$ cat config.mk
export PLATFORM = sky130hd
export DESIGN_NAME = servo_write_packet_framer
export DESIGN_NICKNAME = d
export VERILOG_FILES = /design/src/hdl/swpf_pkg.sv /design/src/hdl/swpf_encode.sv /design/src/hdl/servo_write_packet_framer.sv
export SDC_FILE = /design/constraint.sdc
export NUM_CORES = 1
export LEC_CHECK = 0
export ABC_CLOCK_PERIOD_IN_PS = 3900
export CAP_MARGIN = 5
export CORE_UTILIZATION = 59
export CTS_CLUSTER_DIAMETER = 40
export DETAILED_ROUTE_END_ITERATION = 12
export DONT_BUFFER_PORTS = 1
export PLACE_DENSITY = 0.78
export SLEW_MARGIN = 40
export SYNTH_ARGS = -nofsm -noshare
export SYNTH_HDL_FRONTEND = slang
export SYNTH_SLANG_ARGS = --single-unit
$ cat constraint.sdc
create_clock -name i_clk -period 3.9 [get_ports i_clk]
set_clock_uncertainty 0.15 [all_clocks]
set_input_delay 0.195 -clock i_clk [delete_from_list [all_inputs] [get_ports i_clk]]
set_output_delay 0.195 -clock i_clk [all_outputs]
set_load 0.02 [all_outputs]
$ cat src/hdl/swpf_pkg.sv
// Shared types, constants and helpers for the servo write packet framer.
package swpf_pkg;

    localparam logic [7:0] SYNC_BYTE    = 8'hFF;
    localparam logic [7:0] PKT_LEN      = 8'd5;
    localparam int         PKT_BYTES    = 9;
    localparam int         IDX_W        = $clog2(PKT_BYTES);
    localparam logic [15:0] MAX_DEGREES = 16'd300;
    localparam logic [15:0] MAX_RAW     = 16'd1023;

    // floor(deg * 1023 / 300) == (deg * SCALE_MUL) >> SCALE_SHIFT for deg <= 300
    localparam logic [17:0] SCALE_MUL   = 18'd223478;
    localparam int          SCALE_SHIFT = 16;

    // Operation codes
    localparam logic OP_ANGLE = 1'b0;
    localparam logic OP_SPEED = 1'b1;

    // Status codes
    localparam logic [1:0] ST_OK        = 2'd0;
    localparam logic [1:0] ST_BAD_ANGLE = 2'd1;
    localparam logic [1:0] ST_BAD_ID    = 2'd2;
    localparam logic [1:0] ST_BAD_SPEED = 2'd3;

    // Configuration register indexes
    localparam logic [7:0] CFG_MAX_ID    = 8'd0;
    localparam logic [7:0] CFG_WR_INSTR  = 8'd1;
    localparam logic [7:0] CFG_POS_REG   = 8'd2;
    localparam logic [7:0] CFG_SPEED_REG = 8'd3;

    typedef struct packed {
        logic [7:0] max_servo_id;
        logic [7:0] write_instruction;
        logic [7:0] goal_position_reg;
        logic [7:0] goal_speed_reg;
    } t_cfg;

    // Checked and scaled request, ready for framing
    typedef struct packed {
        logic [1:0] status;
        logic [7:0] id;
        logic [7:0] instr;
        logic [7:0] addr;
        logic [9:0] value;
    } t_req;

    function automatic logic [7:0] pkt_checksum(input t_req req);
        logic [10:0] sum;
        sum = {3'b0, req.id} + {3'b0, PKT_LEN} + {3'b0, req.instr} + {3'b0, req.addr}
            + {3'b0, req.value[7:0]} + {9'b0, req.value[9:8]};
        return ~sum[7:0];
    endfunction

endpackage

$ cat src/hdl/swpf_encode.sv
// Request check and goal angle scaling for the servo write packet framer.
module swpf_encode (
    input  logic             i_operation,
    input  logic [7:0]       i_servo_id,
    input  logic [15:0]      i_command_value,
    input  swpf_pkg::t_cfg   i_cfg,
    output swpf_pkg::t_req   o_req
);
    import swpf_pkg::*;

    logic [26:0] scaled_prod;
    logic [9:0]  scaled;

    // degrees above 300 never reach a packet, so 9 bits cover the product input
    assign scaled_prod = {18'b0, i_command_value[8:0]} * {9'b0, SCALE_MUL};
    assign scaled      = scaled_prod[SCALE_SHIFT +: 10];

    always_comb begin
        o_req.id    = i_servo_id;
        o_req.instr = i_cfg.write_instruction;
        if (i_operation == OP_ANGLE) begin
            o_req.addr  = i_cfg.goal_position_reg;
            o_req.value = scaled;
            if (i_command_value > MAX_DEGREES) begin
                o_req.status = ST_BAD_ANGLE;
            end else if (i_servo_id == 8'd0 || i_servo_id > i_cfg.max_servo_id) begin
                o_req.status = ST_BAD_ID;
            end else begin
                o_req.status = ST_OK;
            end
        end else begin
            o_req.addr   = i_cfg.goal_speed_reg;
            o_req.value  = i_command_value[9:0];
            o_req.status = (i_command_value > MAX_RAW) ? ST_BAD_SPEED : ST_OK;
        end
    end

endmodule

$ cat src/hdl/servo_write_packet_framer.sv
// Servo write packet framer: request check, scaling and nine-byte serializer.
// The first beat of a packet (or the error beat) is presented once the accepted
//   request beat has passed the stage 1 and stage 2 registers.
// Throughput: one request per nine output beats for a packet, one per beat for
//   an error; the byte serializer sets that figure.
// Reset (synchronous, active low) empties both stages and loads the config
//   registers with max id 1, instruction 3, position reg 30, speed reg 32.
module servo_write_packet_framer (
    input  logic        i_clk,
    input  logic        i_rst_n,
    // request channel
    input  logic        i_in_valid,
    output logic        o_in_stall,
    input  logic        i_operation,
    input  logic [7:0]  i_servo_id,
    input  logic [15:0] i_command_value,
    // byte channel
    output logic        o_out_valid,
    input  logic        i_out_stall,
    output logic [7:0]  o_tx_byte,
    output logic        o_last_byte,
    output logic [1:0]  o_status,
    // config write channel
    input  logic        i_cfg_valid,
    output logic        o_cfg_ready,
    input  logic [7:0]  i_cfg_index,
    input  logic [7:0]  i_cfg_data
);
    import swpf_pkg::*;

    // Config registers
    t_cfg r_cfg;

    // Stage 1: checked request
    logic r_req_valid;
    t_req r_req;
    t_req n_req;

    // Stage 2: packet being serialized
    logic             r_pkt_valid;
    logic [IDX_W-1:0] r_idx;
    t_req             r_pkt;
    logic [7:0]       r_chk;

    logic in_fire, out_fire, pkt_done, load_pkt, req_free;

    assign o_cfg_ready = 1'b1;

    always_ff @(posedge i_clk) begin
        if (!i_rst_n) begin
            r_cfg.max_servo_id      <= 8'd1;
            r_cfg.write_instruction <= 8'd3;
            r_cfg.goal_position_reg <= 8'd30;
            r_cfg.goal_speed_reg    <= 8'd32;
        end else if (i_cfg_valid && o_cfg_ready) begin
            case (i_cfg_index)
                CFG_MAX_ID:    r_cfg.max_servo_id      <= i_cfg_data;
                CFG_WR_INSTR:  r_cfg.write_instruction <= i_cfg_data;
                CFG_POS_REG:   r_cfg.goal_position_reg <= i_cfg_data;
                CFG_SPEED_REG: r_cfg.goal_speed_reg    <= i_cfg_data;
                default: ; // unknown index: ignored
            endcase
        end
    end

    swpf_encode u_encode (
        .i_operation     (i_operation),
        .i_servo_id      (i_servo_id),
        .i_command_value (i_command_value),
        .i_cfg           (r_cfg),
        .o_req           (n_req)
    );

    // Handshake: stage 2 frees up on the beat that closes its packet, so the next
    // packet follows with no gap; stage 1 acts as the skid between the sides.
    assign out_fire   = r_pkt_valid && !i_out_stall;
    assign pkt_done   = out_fire && o_last_byte;
    assign load_pkt   = r_req_valid && (!r_pkt_valid || pkt_done);
    assign req_free   = !r_req_valid || load_pkt;
    assign o_in_stall = !req_free;
    assign in_fire    = i_in_valid && req_free;

    always_ff @(posedge i_clk) begin
        if (!i_rst_n) begin
            r_req_valid <= 1'b0;
        end else if (in_fire) begin
            r_req_valid <= 1'b1;
        end else if (load_pkt) begin
            r_req_valid <= 1'b0;
        end
    end

    always_ff @(posedge i_clk) begin
        if (in_fire) begin
            r_req <= n_req;
        end
    end

    always_ff @(posedge i_clk) begin
        if (!i_rst_n) begin
            r_pkt_valid <= 1'b0;
            r_idx       <= '0;
        end else if (load_pkt) begin
            r_pkt_valid <= 1'b1;
            r_idx       <= '0;
        end else if (pkt_done) begin
            r_pkt_valid <= 1'b0;
        end else if (out_fire) begin
            r_idx <= r_idx + 1'b1;
        end
    end

    always_ff @(posedge i_clk) begin
        if (load_pkt) begin
            r_pkt <= r_req;
            r_chk <= pkt_checksum(r_req);
        end
    end

    // Byte select over the registered packet fields
    always_comb begin
        case (r_idx)
            IDX_W'(0): o_tx_byte = SYNC_BYTE;
            IDX_W'(1): o_tx_byte = SYNC_BYTE;
            IDX_W'(2): o_tx_byte = r_pkt.id;
            IDX_W'(3): o_tx_byte = PKT_LEN;
            IDX_W'(4): o_tx_byte = r_pkt.instr;
            IDX_W'(5): o_tx_byte = r_pkt.addr;
            IDX_W'(6): o_tx_byte = r_pkt.value[7:0];
            IDX_W'(7): o_tx_byte = {6'b0, r_pkt.value[9:8]};
            default:   o_tx_byte = r_chk;
        endcase
        // an error result is a single zero beat
        if (r_pkt.status != ST_OK) begin
            o_tx_byte = 8'd0;
        end
    end

    assign o_out_valid = r_pkt_valid;
    assign o_status    = r_pkt.status;
    assign o_last_byte = (r_pkt.status != ST_OK) || (r_idx == IDX_W'(PKT_BYTES - 1));

endmodule

==> flow_summary_export.csv <==
group,metric,value,unit
status,status,"finished clean",
clock_tree,clk_pin_slew,50,ps
die,core,0.0133,mm2
job,cap_violations,0,
timing,period_share,0.972,
min_path,hp-class,"primary input to flip-flop",
synth,synthCells,726,
setup_path,critPathLaunchType,"primary input",
route,drc_errors,0,
layout,area_growth,19.6,%
timing,slew_viol_final,0,
grt,grt_max_degree,37,
grt,grt_pass1_wl,31900,um
power,leakagePower,4.37,nW
setup_path,path_max_fanout,7,
placement,place_congestion,0.955,
power,p_comb_frac,0.485,
route,ant_nets,0,
clock_tree,post_cts_buffers,0,
clock_tree,numCtsBuffers,17,
setup_path,required,3880,ps
synth,ys_seq_area_frac,0.388,
die,fp.dieW,120,um
synth,avgSynthCellArea,11.2,um2
power,p_int,0.00428,W
route,via_per_inst,5.93,
timing,rsz0062_at_grt,"no",
synth,async_reset_ff_frac,0,
power,finalPower,0.00657,W
layout,final_layout_size_suffix_gt1_frac,0.136,
clock_tree,clockRootBuffer,"clkbuf_16",
clock_tree,clkSinkCount,118,
timing,period_minus_slack,3790,ps
timing,setup_viol,0,
power,p_clk_frac,0.264,
setup_path,critPathArrivalTime,3770,ps
synth,synth_edf_count,80,
synth,synthMostInstantiatedCell,"inv_1",
die,die_y,120,um
layout,finish.utilization,0.731,
synth,synth_common_cells,"121 x inv_1, 84 x ha_1, 80 x edfxtp_1",
die,io_pins,60,
clock_tree,clockBufferDepth,2,
layout,fillers,941,
timing,max_freq,264,MHz
synth,synth_fp_nets,917,
synth,synth_area_leader_cell,"edfxtp_1",
synth,ys.flop_type,"edfxtp_1",
timing,tightest_slew,658,ps
power,swShare,0.349,
timing,max_slew_margin,0.560,
power,seq_power_share,0.250,
synth,syn_area,0.00816,mm2
placement,place_hpwl,14800,um
route,vias,5887,
grt,antenna_found_initial,0,
grt,grt_util_all_layers,0.297,
setup_path,crit_path_end_kind,"flip-flop",
setup_path,critical_path_class,"primary input to flip-flop",
die,initial_core_util,0.611,
clock_tree,clock_latency,410,ps
synth,synth_top_area_share,0.294,
synth,ys_types,56,
die,die_area,0.0143,mm2
layout,finalNetCount,996,
die,fp-row-count,42,
clock_tree,cts_tree,"yes",
route,wire_per_inst,20.3,um
route,wirelength,20200,um
synth,synthTopCellsByArea,"edfxtp_1 29%, fa_1 15%, ha_1 13%",
route,drtIter0Drc,631,
power,switchingPower,0.00230,W
grt,grt-ovfl-total,0,
synth,ys_warn_count,0,
power,powerDensity,673,mW/mm2
synth,ys_seq_elements,118,
placement,port-buffer-count,0,
route,dr.pass1.iters,5,
setup_path,r2r_slack,190,ps
layout,n_antenna_cell,0,
power,vdd_drop_max,0.000388,V
grt,first_global_vias,6085,
timing,hold_violations,0,
clock_tree,htree_num_levels,4,
## stage by stage
step	setup WS, ps	area (um2)	hold WS [ps]	cells	setup TNS (ps)
final	110	9760	68.2	993	0
after global routing	8.77	9760	83.0	993	0
after CTS	44.2	9730	11.8	992	0
after detailed placement	-358	8740	113	927	-2050
after global placement	-217	8740	110	927	-1030
after floorplan	5.95	8250	144	726	0
## timing repair
item,in CTS,in global routing
hold endpoints to repair,65,1
resized for setup,0,6
endpoints found under the setup margin,0,6
hold buffers,34,1
## final timing paths
kind                                          from     endpoint  cells past startpoint
worst max-delay path            i_command_value[5]     r_req[2]                     15
worst min-delay path                       i_rst_n    r_cfg[17]                      2
worst max register to register            r_req[1]     r_chk[7]                     10
worst min register to register           r_req[34]  o_status[0]                      0
## power by group through the flow
stage | Sequential, W | Combinational (W) | Clock, W
after global routing | 0.00165 | 0.00349 | 0.00180
final | 0.00164 | 0.00319 | 0.00174
after CTS | 0.00164 | 0.00310 | 0.00175
after global placement | 0.00166 | 0.00286 | 0
after floorplan | 0.00164 | 0.00210 | 0
after detailed placement | 0.00167 | 0.00301 | 0
## registers in the layout (all words and copies together), names as in the netlist
signal and flops:
r_req 36, r_req_valid 1, r_idx 4, o_status 2
r_cfg 32, r_pkt 34, o_out_valid 1, r_chk 8
## placed cells by master, fill, tap and decap left out, types with 10 or more instances in the layout
cell and n:
nand2_1 34, dlygate4sd3_1 33, a21oi_1 33, a21o_1 10
inv_1 120, dfxtp_1 38, edfxtp_1 80, clkbuf_16 17
ha_1 80, buf_4 46, fa_1 61, nor2b_1 28
xnor2_1 20, mux2i_1 35, o21ai_0 19, nor2_1 24
## layout make-up
type / count / area [um2] / share of cell area
timing repair buffer: 82 / 706 / 0.0723
clock buffer: 20 / 447 / 0.0458
clock inverter: 11 / 204 / 0.0209
inverter: 122 / 458 / 0.0469
multi-input combinational: 464 / 4560 / 0.468
tap: 176 / 220 / 0.0226
sequential: 118 / 3160 / 0.324
## critical path, stage by stage
cell      delay [ps]
fa_1             570
inv_1             60
fa_1             480
inv_1             50
fa_1             470
inv_1             50
fa_1             500
inv_2             50
ha_4             220
a21oi_1          170
o211ai_1         170
a22oi_2          330
o221ai_2         160
xnor2_1          170
o21ai_0          120
## routing by layer
layer	vias to the layer above	wire [um]	GRT usage	part of all wire
li1	2660	-	-	-
met1	2934	8840	0.414	0.44
met2	257	9500	0.479	0.47
met3	36	1540	0.0632	0.076
met4	0	278	0.0672	0.014
met5	-	0	0	0
## cells by family (layout without fill, tap and decap cells)
| group | Yosys count | count (layout) | synth area share |
|---|---|---|---|
| compound gates | 121 | 121 | 0.0992 |
| xor+xnor | 23 | 23 | 0.0247 |
| fa+ha+maj | 145 | 145 | 0.278 |
| buf+inv | 144 | 235 | 0.0690 |
| flops | 118 | 118 | 0.388 |
| mux | 43 | 43 | 0.0540 |
| other cells | 1 | 1 | 0.000459 |
| simple gates | 131 | 131 | 0.0868 |
No activity file was read; power rests on OpenSTA's default activity.
